`config.mk`:
```
export PLATFORM = sky130hd
export DESIGN_NAME = bounded_stack_with_session_gate_core
export DESIGN_NICKNAME = d
export VERILOG_FILES = /design/src/hw/rtl/bstk_pkg.sv /design/src/hw/rtl/bstk_cell.sv /design/src/hw/rtl/bounded_stack_with_session_gate_core.sv
export VERILOG_INCLUDE_DIRS = /design/src /design/src/hw/rtl
export SDC_FILE = /design/constraint.sdc
export NUM_CORES = 1
export LEC_CHECK = 0
export BUFFER_PORTS_ARGS = -buffer_cell sky130_fd_sc_hd__buf_4
export CAP_MARGIN = 20
export CORE_MARGIN = 2
export CORE_UTILIZATION = 60
export CTS_CLUSTER_DIAMETER = 100
export DETAILED_ROUTE_END_ITERATION = 12
export GPL_ROUTABILITY_DRIVEN = 0
export GPL_TIMING_DRIVEN = 0
export PLACE_DENSITY = 0.75
export SLEW_MARGIN = 10
export SYNTH_ARGS = -nofsm -noshare
export SYNTH_HDL_FRONTEND = slang
export SYNTH_SLANG_ARGS = --single-unit
```
`constraint.sdc`:
```
create_clock -name clk -period 19.41 [get_ports clk]
set_clock_uncertainty 0.2 [all_clocks]
set_input_delay 3.882 -clock clk [delete_from_list [all_inputs] [get_ports clk]]
set_output_delay 3.882 -clock clk [all_outputs]
set_load 0.03 [all_outputs]
```
`src/hw/rtl/bounded_stack_with_session_gate_core_macros.svh`:
```
// Assertion macros for the stack RTL.
`ifndef BOUNDED_STACK_WITH_SESSION_GATE_CORE_MACROS_SVH
`define BOUNDED_STACK_WITH_SESSION_GATE_CORE_MACROS_SVH

`ifndef NO_ASSERTIONS

// Same-cycle implication, disabled while reset is asserted.
`define BSTK_ASSERT_IMP(label, clk, rst_n, ante, cons, msg) \
  label: assert property (@(posedge clk) disable iff (!rst_n) (ante) |-> (cons)) \
    else $error(msg);

// Next-cycle implication, disabled while reset is asserted.
`define BSTK_ASSERT_NXT(label, clk, rst_n, ante, cons, msg) \
  label: assert property (@(posedge clk) disable iff (!rst_n) (ante) |=> (cons)) \
    else $error(msg);

`else

`define BSTK_ASSERT_IMP(label, clk, rst_n, ante, cons, msg)
`define BSTK_ASSERT_NXT(label, clk, rst_n, ante, cons, msg)

`endif

`endif

```
`src/hw/rtl/bstk_pkg.sv`:
```
// Types and constants of the bounded stack.
`default_nettype none

package bstk_pkg;

  localparam int WORD_W = 32;
  localparam int CAP_W = 5;
  localparam logic [CAP_W-1:0] CAP_RESET = 5'd10;

  // Operation codes carried by a request.
  typedef enum logic [2:0] {
    OP_OPEN  = 3'd0,
    OP_PUSH  = 3'd1,
    OP_POP   = 3'd2,
    OP_PEEK  = 3'd3,
    OP_PURGE = 3'd4,
    OP_LIST  = 3'd5
  } op_t;

  // Status codes carried by a result.
  typedef enum logic [2:0] {
    STS_OK           = 3'd0,
    STS_ALREADY_OPEN = 3'd1,
    STS_NOT_OPEN     = 3'd2,
    STS_OVERFLOW     = 3'd3,
    STS_UNDERFLOW    = 3'd4,
    STS_EMPTY        = 3'd5,
    STS_INVALID      = 3'd6
  } status_t;

  // Movement of the cell chain in one cycle.
  typedef enum logic [1:0] {
    CMD_HOLD   = 2'd0,
    CMD_PUSH   = 2'd1,
    CMD_POP    = 2'd2,
    CMD_ROTATE = 2'd3
  } cell_cmd_t;

  // Controller states.
  typedef enum logic {
    ST_IDLE = 1'b0,
    ST_LIST = 1'b1
  } state_t;

  // Control handed to each cell.
  typedef struct packed {
    cell_cmd_t cmd;
    logic      wrap;
  } cell_ctl_t;

  typedef struct packed {
    logic [2:0]         operation;
    logic signed [31:0] push_value;
  } in_item_t;

  typedef struct packed {
    status_t            status;
    logic signed [31:0] data;
    logic               last;
  } out_item_t;

endpackage

`default_nettype wire

```
`src/hw/rtl/bstk_cell.sv`:
```
// One storage cell of the stack chain.
`default_nettype none

module bstk_cell
  import bstk_pkg::*;
(
  input  wire logic              clk,
  input  wire cell_ctl_t         ctl,
  input  wire logic [WORD_W-1:0] push_in,
  input  wire logic [WORD_W-1:0] pop_in,
  input  wire logic [WORD_W-1:0] wrap_in,
  output logic      [WORD_W-1:0] data_out
);

  logic [WORD_W-1:0] data_r;
  logic [WORD_W-1:0] data_nxt;

  // Push takes the word from above, pop from below; a rotate sends the top
  // word to the bottom cell so that a full listing restores the order.
  always_comb begin
    case (ctl.cmd)
      CMD_HOLD:   data_nxt = data_r;
      CMD_PUSH:   data_nxt = push_in;
      CMD_POP:    data_nxt = pop_in;
      CMD_ROTATE: data_nxt = ctl.wrap ? wrap_in : pop_in;
      default:    data_nxt = data_r;
    endcase
  end

  always_ff @(posedge clk) begin
    data_r <= data_nxt;
  end

  assign data_out = data_r;

endmodule

`default_nettype wire

```
`src/hw/rtl/bounded_stack_with_session_gate_core.sv`:
```
// Top level of the bounded stack with open/purge session gate.
`default_nettype none
`include "bounded_stack_with_session_gate_core_macros.svh"

// The stack is a chain of DEPTH word cells with the top at cell 0; every
// operation moves the whole chain by at most one place per cycle. Open, push,
// pop, peek, purge and invalid requests give one result each. A list request
// gives one result per stored element (one result if the stack is closed or
// empty) and holds off further requests until its last result is in the
// output register; the chain rotates one place per result so that the order
// is restored at the end. The single output register lets a new request in
// during the cycle the previous result is taken. A capacity above DEPTH acts
// as DEPTH.
module bounded_stack_with_session_gate_core
  import bstk_pkg::*;
#(
  parameter int DEPTH = 16
) (
  input  wire logic             clk,
  input  wire logic             rst_n,
  input  wire logic             in_valid,
  output logic                  in_stall,
  input  wire in_item_t         in_data,
  output logic                  out_valid,
  input  wire logic             out_stall,
  output out_item_t             out_data,
  input  wire logic             cfg_wr_en,
  input  wire logic [CAP_W-1:0] cfg_wr_data
);

  localparam int CW = $clog2(DEPTH + 1);
  localparam int IW = $clog2(DEPTH);
  localparam int CMPW = (CW > CAP_W) ? CW : CAP_W;

  state_t            state_r, state_nxt;
  logic [CW-1:0]     fill_r, fill_nxt;
  logic [CW-1:0]     rem_r, rem_nxt;
  logic              open_r, open_nxt;
  logic              out_valid_r, out_valid_nxt;
  out_item_t         out_data_r, out_data_nxt;
  logic [CAP_W-1:0]  cap_r;
  cell_cmd_t         cmd;
  logic              slot_free;
  logic              full;
  logic [IW-1:0]     bottom_idx;
  logic [WORD_W-1:0] top_word;
  logic [WORD_W-1:0] cell_data [DEPTH];
  cell_ctl_t         cell_ctl  [DEPTH];

  // Capacity register.
  always_ff @(posedge clk) begin
    if (!rst_n) begin
      cap_r <= CAP_RESET;
    end else if (cfg_wr_en) begin
      cap_r <= cfg_wr_data;
    end
  end

  // Cell chain.
  assign top_word   = cell_data[0];
  assign bottom_idx = IW'(fill_r - CW'(1));

  for (genvar i = 0; i < DEPTH; i++) begin : g_cell
    assign cell_ctl[i].cmd  = cmd;
    assign cell_ctl[i].wrap = (bottom_idx == IW'(i));

    if (i == 0) begin : g_top
      bstk_cell u_cell (
        .clk      (clk),
        .ctl      (cell_ctl[i]),
        .push_in  (in_data.push_value),
        .pop_in   (cell_data[i+1]),
        .wrap_in  (top_word),
        .data_out (cell_data[i])
      );
    end else if (i == DEPTH - 1) begin : g_bot
      bstk_cell u_cell (
        .clk      (clk),
        .ctl      (cell_ctl[i]),
        .push_in  (cell_data[i-1]),
        .pop_in   (cell_data[i]),
        .wrap_in  (top_word),
        .data_out (cell_data[i])
      );
    end else begin : g_mid
      bstk_cell u_cell (
        .clk      (clk),
        .ctl      (cell_ctl[i]),
        .push_in  (cell_data[i-1]),
        .pop_in   (cell_data[i+1]),
        .wrap_in  (top_word),
        .data_out (cell_data[i])
      );
    end
  end

  // Overflow check against the capacity, capped at the chain length.
  assign full = (CMPW'(fill_r) >= CMPW'(cap_r)) || (fill_r == CW'(DEPTH));

  assign slot_free = !out_valid_r || !out_stall;

  // Next state, chain command and result.
  always_comb begin
    state_nxt     = state_r;
    fill_nxt      = fill_r;
    rem_nxt       = rem_r;
    open_nxt      = open_r;
    out_valid_nxt = out_valid_r && out_stall;
    out_data_nxt  = out_data_r;
    cmd           = CMD_HOLD;
    in_stall      = 1'b1;

    case (state_r)
      ST_IDLE: begin
        in_stall = !slot_free;
        if (in_valid && slot_free) begin
          out_valid_nxt       = 1'b1;
          out_data_nxt.status = STS_OK;
          out_data_nxt.data   = '0;
          out_data_nxt.last   = 1'b1;
          case (in_data.operation)
            OP_OPEN: begin
              if (open_r) begin
                out_data_nxt.status = STS_ALREADY_OPEN;
              end else begin
                open_nxt = 1'b1;
              end
            end
            OP_PUSH: begin
              if (!open_r) begin
                out_data_nxt.status = STS_NOT_OPEN;
              end else if (full) begin
                out_data_nxt.status = STS_OVERFLOW;
              end else begin
                cmd      = CMD_PUSH;
                fill_nxt = fill_r + CW'(1);
              end
            end
            OP_POP, OP_PEEK: begin
              if (!open_r) begin
                out_data_nxt.status = STS_NOT_OPEN;
              end else if (fill_r == '0) begin
                out_data_nxt.status = STS_UNDERFLOW;
              end else begin
                out_data_nxt.data = top_word;
                if (in_data.operation == OP_POP) begin
                  cmd      = CMD_POP;
                  fill_nxt = fill_r - CW'(1);
                end
              end
            end
            OP_PURGE: begin
              if (!open_r) begin
                out_data_nxt.status = STS_NOT_OPEN;
              end else begin
                fill_nxt = '0;
                open_nxt = 1'b0;
              end
            end
            OP_LIST: begin
              if (!open_r || fill_r == '0) begin
                out_data_nxt.status = STS_EMPTY;
              end else begin
                out_data_nxt.data = top_word;
                out_data_nxt.last = (fill_r == CW'(1));
                cmd               = CMD_ROTATE;
                rem_nxt           = fill_r - CW'(1);
                if (fill_r != CW'(1)) begin
                  state_nxt = ST_LIST;
                end
              end
            end
            default: begin
              out_data_nxt.status = STS_INVALID;
            end
          endcase
        end
      end
      ST_LIST: begin
        if (slot_free) begin
          out_valid_nxt       = 1'b1;
          out_data_nxt.status = STS_OK;
          out_data_nxt.data   = top_word;
          out_data_nxt.last   = (rem_r == CW'(1));
          cmd                 = CMD_ROTATE;
          rem_nxt             = rem_r - CW'(1);
          if (rem_r == CW'(1)) begin
            state_nxt = ST_IDLE;
          end
        end
      end
      default: begin
        state_nxt = ST_IDLE;
      end
    endcase
  end

  // Control registers.
  always_ff @(posedge clk) begin
    if (!rst_n) begin
      state_r     <= ST_IDLE;
      fill_r      <= '0;
      rem_r       <= '0;
      open_r      <= 1'b0;
      out_valid_r <= 1'b0;
    end else begin
      state_r     <= state_nxt;
      fill_r      <= fill_nxt;
      rem_r       <= rem_nxt;
      open_r      <= open_nxt;
      out_valid_r <= out_valid_nxt;
    end
  end

  // Result register.
  always_ff @(posedge clk) begin
    out_data_r <= out_data_nxt;
  end

  assign out_valid = out_valid_r;
  assign out_data  = out_data_r;

  // Checks on the controller.
  `BSTK_ASSERT_IMP(a_fill_bound, clk, rst_n, 1'b1, fill_r <= CW'(DEPTH),
    "fill count beyond chain length")
  `BSTK_ASSERT_IMP(a_closed_empty, clk, rst_n, !open_r, fill_r == '0,
    "closed stack holds elements")
  `BSTK_ASSERT_IMP(a_list_busy, clk, rst_n, state_r == ST_LIST,
    out_valid_r && in_stall && rem_r != '0, "listing without pending result")
  `BSTK_ASSERT_NXT(a_push_grows, clk, rst_n, cmd == CMD_PUSH,
    fill_r == $past(fill_r) + CW'(1), "push did not grow the stack")

endmodule

`default_nettype wire

```
; Yosys cells after proc, flatten, opt, wreduce, memory -nomap -nowiden
; Index checks and enable logic that the tools add are counted.
[word_totals]
register_bits = 566
input_bits = 45
output_inout_bits = 38
[classes]
add_sub_neg = 3
magnitude_cmp = 1
eq_ne = 39
mux = 82
bitwise_logic = 3
n_reduce_logical = 23
[ops]
columns = cell, n
row1 = $pmux W32 S3, 15
row2 = $mux W32, 18
row3 = $pmux W32 S2, 2
row4 = $mux W36, 2
row5 = $pmux W36 S2, 1
row6 = $mux W5, 10
row7 = $mux W33, 1
row8 = $eq A4 B4 Y1 const B, 8
row9 = $mux W2, 9
row10 = $ne A2 B2 Y1 const B, 9
row11 = $eq A4 B3 Y1 const B, 4
row12 = $pmux W3 S5, 1
row13 = $pmux W5 S3, 1
row14 = $mux W1, 13
row15 = $eq A5 B1 Y1 const B, 2
row16 = $pmux W5 S2, 1
row17 = $sub A5 B1 Y5 const B, 2
row18 = $mux W3, 3
row19 = $reduce_and A9 Y1, 1
row20 = $eq A4 B2 Y1 const B, 2
row21 = $eq A3 B2 Y1 const B, 2
row22 = $eq A3 B3 Y1 const B, 2
row23 = $ne A2 B1 Y1 const B, 3
row24 = $pmux W1 S2, 3
row25 = other kinds (24), 36

; Longest topological paths before layout
[logic_depth]
word_depth = 11
mapped_depth = 14
mapped_depth_nobuf = 8

; Hierarchy
; A second synthesis with hierarchy kept.
[hier_totals]
cells_unflattened = 3199
area_unflattened_um2 = 33629.8
[by_module_without_submodules]
columns = module, instances, cells_per_inst, area_each_um2, seq_area_each_um2
row1 = bstk_cell, 16, 182, 1919.3, 960.9
row2 = bounded_stack_with_session_gate_core, 1, 287, 2920.3, 1441.4

; Least setup slack after synthesis
; Ideal clock, no wire load.
[synth_path]
path_type = input-to-reg
from = in in_data[32] in the netlist's numbering
to = reg g_cell[0].g_top.u_cell.data_r[0], enable pin
setup_time_ns = 0.470
arrival_ns = 17.459
required_ns = 18.740
slack_ns = 1.281
stages = 7
n_path_buf = 1
path_cell_list = buf_4 > or3b_1 > nor4_2 > o21ai_1 > a21bo_2 > nand2_1 > a21boi_0
[synth_between]
elab_chain_len = 10
elab_cells_between_ends = 16
cone_classes = eq/ne: 6 / mux: 6 / bitwise: 1 / reduce/logical: 3
[synth_lines]
columns = item, line
row1 = from (decl), bounded_stack_with_session_gate_core.sv:23  ; input wire in_item_t in_data,
row2 = $eq A3 B2 Y1, "bounded_stack_with_session_gate_core.sv:121, bounded_stack_with_session_gate_core.sv:146"
row3 = $mux W2, bounded_stack_with_session_gate_core.sv:146  ; if (in_data.operation == OP_POP) begin
row4 = $mux W2, bounded_stack_with_session_gate_core.sv:142  ; end else if (fill_r == '0) begin
row5 = $mux W2, bounded_stack_with_session_gate_core.sv:140  ; if (!open_r) begin
row6 = $pmux W2 S3 (*), bounded_stack_with_session_gate_core.sv:121  ; case (in_data.operation)
row7 = $mux W2 (*), bounded_stack_with_session_gate_core.sv:116  ; if (in_valid && slot_free) begin
row8 = $pmux W2 S2 (*), bounded_stack_with_session_gate_core.sv:113  ; case (state_r)
row9 = $eq A2 B2 Y1 / $logic_not A2 Y1 (equally long branches), bstk_cell.sv:21  ; case (ctl.cmd)
row10 = $ne A2 B2 Y1 (no line) / $not A1 Y1 (equally long branches), n/a
row11 = $reduce_and A2 Y1 (no line) (*), n/a
row12 = to (signal assigned), bstk_cell.sv:31  ; data_r <= data_nxt;
row13 = to (decl), bstk_cell.sv:15  ; logic [WORD_W-1:0] data_r;
; Every way passes the cells marked *; elsewhere a longest branch is shown, timed or not.
; A chain may end at the register's enable or synchronous reset.

; Worst setup path in the final report
[layout_path]
from = in out_stall
to = out in_stall
[layout_between]
elab_chain_len = 4
[layout_lines]
columns = item, line
row1 = from (decl), bounded_stack_with_session_gate_core.sv:25  ; input wire logic out_stall,
row2 = $logic_not A1 Y1, bounded_stack_with_session_gate_core.sv:100  ; assign slot_free = !out_valid_r || !out_stall;
row3 = $logic_or A1 B1 Y1, bounded_stack_with_session_gate_core.sv:100
row4 = $logic_not A1 Y1, bounded_stack_with_session_gate_core.sv:115  ; in_stall = !slot_free;
row5 = $mux W1, bounded_stack_with_session_gate_core.sv:113
row6 = to (decl), bounded_stack_with_session_gate_core.sv:22  ; output logic in_stall,
; No other way between the ends.

==> impl_metrics.csv <==
group,metric,value,unit
detailed_routing,drc_errors,0,
critical_path,cp.buffers_inverters,3,
synth,synth_warnings,0,
detailed_routing,wirelength,92100,um
grt,grt_util_all_layers,0.384,
grt,overflow,0,
critical_path,path_cells,"buf_4, a21oi_1, inv_1, buf_4",
floorplanning,dieWidth,217,um
critical_path,crit_path_start_kind,"input pin",
detailed_routing,vias,22187,
clocking,cts_tree,"yes",
floorplanning,die_h,217,um
final_layout,fillerInstances,3314,
placed_design,port-buffer-count,80,
final_layout,final_nets,2531,
synth,async_flop_share,0,
critical_path,cp.required,15.33,ns
detailed_routing,viasPerCell,7.11,
detailed_routing,detail-route-antenna-nets,0,
floorplanning,design.core.area,0.0452,mm^2
clocking,cts_root_buf,"clkbuf_16",
synth,ys_ff_latch,566,
grt,grt_max_degree,65,
placed_design,place_inst,3013,
synth,synth_top_family_by_area,"compound AO/OA/AOI/OAI gates",
power,p_leak,0.0110,uW
synth,synth_ff_type,"edfxtp_1",
clocking,numCtsBuffers,58,
clocking,cts_resized,0,
sta,rsz0062_at_grt,"no",
critical_path,arrival,4.58,ns
synth,synth.top_cell.area_share,0.602,
final_layout,drive_above_1_share,0.120,
grt,grt_pass1_wl,133000,um
clocking,clkTransAtPathRegs,0.06,ns
synth,avgSynthCellArea,11.8,um^2
critical_path,cp_slowest_stage_delay,0.24,ns
worst_hold_path,hp-class,"flop to flop",
run,maxCapViolCount,0,
synth,synth_nets,2380,
sta,max_freq,115,MHz
critical_path,slowest_stage,"a21oi_1",
synth,synth_cells,2322,
clocking,postCtsSetupBuffers,0,
clocking,htree_levels,2,
synth,synth_cell_types,66,
clocking,hold_buffers,0,
status,status,"completed",
floorplanning,die-area,0.0473,mm^2
synth,synthSimpleGateAreaFrac,0.124,
detailed_routing,drt_iter0_markers,4135,
final_layout,finalInstanceArea,0.0308,mm^2
synth,synthAdderAreaFrac,0.00595,
sta,finalHoldWorstSlack,0.287,ns
power,total_power,2480,uW
sta,finalMaxSlewViolations,0,
detailed_routing,drt_first_pass_iters,7,
critical_path,endpoint_kind,"primary output",
synth,synth.area.top_cells,"edfxtp_1, a221o_1, nand2_1",
floorplanning,start_util,0.605,
grt,grt_pass1_vias,21866,
synth,synth_xor_area_frac,0.00224,
critical_path,crit_type,"input pin to primary output",
synth,synth_area,0.0273,mm^2
power,cellPowerDensity,80.6,mW/mm^2
synth,synth_compound_area_frac,0.165,
synth,synth_edf_count,548,
floorplanning,num_io_pins,83,
placed_design,dpl_cell_area,0.0290,mm^2
sta,finalCriticalPeriod,8.67,ns
critical_path,cpMostUsedCell,"buf_4",
power,ir_worst_vdd,0.0000732,V
synth,synth.area.mux_share,0.0428,
final_layout,fin_util,0.681,
sta,post-route-period-util,0.446,
floorplanning,fp-row-count,78,
synth,seq_area_frac_synth,0.615,
critical_path,critPathTopFamily,"buffers and inverters",
clocking,insertion_delay,0.65,ns
final_layout,synthToLayoutAreaGrowth,12.6,%
clocking,cts_sinks,566,
critical_path,crit_fanout,4,
sta,hold_violations,0,
final_layout,fin_cells,3122,
detailed_routing,wl_per_cell,29.5,um
placed_design,dp_hpwl,67100,um
grt,antenna_found_initial,0,
sta,tightestPinTransition,1.23,ns
sta,max_slew_margin,0.183,
sta,setup_viol,0,
clocking,max-clock-path-buffers,3,
synth,yosys.area.top_type,"edfxtp_1",
area by class of cell:
cell class,instances,area (um^2),area share
diodes,1,2.50,0.0000813
plain buffers,218,987,0.0321
clock buffers,76,1520,0.0493
clock inverters,32,263,0.00853
inverters,62,233,0.00756
multi-input cells,1476,9330,0.303
flip-flops and latches,566,16800,0.546
well taps,600,751,0.0244
repair buffers,91,881,0.0286
state kept, by name (all words and copies together), names as in the netlist:
register                      count
state_r                           1
g_cell.g_mid.u_cell.data_out    448
g_cell.g_top.u_cell.data_out     32
cap_r                             5
open_r                            1
out_data                         36
g_cell.g_bot.u_cell.data_out     32
fill_r                            5
rem_r                             5
out_valid                         1
routing by layer:
layer  wire length, um  GRT usage  vias up
met2             40900      0.579     1965
li1                  -          -     9115
met5                 0          0        -
met1             32400      0.500    10683
met3             11400     0.0821      424
met4              7380      0.267        0
cell usage after synthesis (3+ instances only):
cell type,n
and2_1,56
xnor2_1,5
o22ai_1,3
or3_1,3
nor3_1,20
o21ai_1,10
nand2_1,338
a31oi_1,28
a221o_1,271
nand2b_1,6
a211o_1,3
clkbuf_1,124
inv_1,62
o21a_1,4
o211ai_1,5
o21ai_2,3
a22oi_1,37
a211oi_1,6
nor2b_1,33
mux2_2,32
dfxtp_1,18
buf_4,7
a21oi_1,38
ha_1,13
buf_2,72
buf_6,7
edfxtp_1,548
buf_1,8
o21ai_0,125
a32oi_1,9
nand3_1,33
and3_1,39
mux2i_1,81
a21o_1,3
nor2_1,233
layout by cell type (no fill, tap or decap), types with 8 or more instances in the layout:
master     netlist  routed
clkbuf_1       124     142
clkinv_2         0       9
a32oi_1          9       9
buf_4            7      87
mux2_2          32      32
and3_1          39      39
edfxtp_1       548     548
a31oi_1         28      28
clkbuf_16        0      58
o21ai_0        125     125
nand2_1        338     336
buf_2           72      72
nor2_1         233     233
mux2i_1         81      81
a21oi_1         38      37
nand3_1         33      33
a22oi_1         37      37
ha_1            13      13
clkinv_1         0      15
inv_1           62      62
a221o_1        271     271
buf_16           0       8
nor2b_1         33      33
o21ai_1         10      10
dfxtp_1         18      18
buf_1            8       8
nor3_1          20      20
and2_1          56      56
worst min-delay path: cells and delay by family (launching register included):
kind	cells	cell delay (ns)
DFF	1	0.31
AOI/OAI and AO/OA	2	0.14
where the power goes:
| group | switching [uW] | internal (uW) | total, uW |
|---|---|---|---|
| combinational | 28.8 | 17.2 | 46.0 |
| clock | 501 | 602 | 1100 |
| sequential | 2.79 | 1330 | 1330 |
per-stage QoR:
stage | worst slack (ns) | TNS [ns]
2_1_floorplan | 1.28 | 0
3_3_place_gp | -4.74 | -615.77
3_5_place_dp | 10.76 | 0
4_1_cts | 10.76 | 0
5_1_grt | 10.69 | 0
6_report | 10.74 | 0
path summary, 6_finish.rpt:
check | startpoint | endpoint | slack [ns] | cells past startpoint
worst min-delay path | rem_r[4]$_SDFFE_PN0P_ | rem_r[4]$_SDFFE_PN0P_ | 0.29 | 2
worst min register to register | rem_r[4]$_SDFFE_PN0P_ | rem_r[4]$_SDFFE_PN0P_ | 0.29 | 2
worst max register to register | fill_r[0]$_SDFFE_PN0P_ | g_cell[0].g_top.u_cell.data_out[21]$_DFFE_PP_ | 13.34 | 17
worst max-delay path | out_stall | in_stall | 10.74 | 4
cells by family after synthesis:
logic type	Yosys count
simple gates	777
compound gates	566
flops	566
buf+inv	280
mux	113
fa+ha+maj	13
xor+xnor	7
Power figures use the tool's default switching activity.
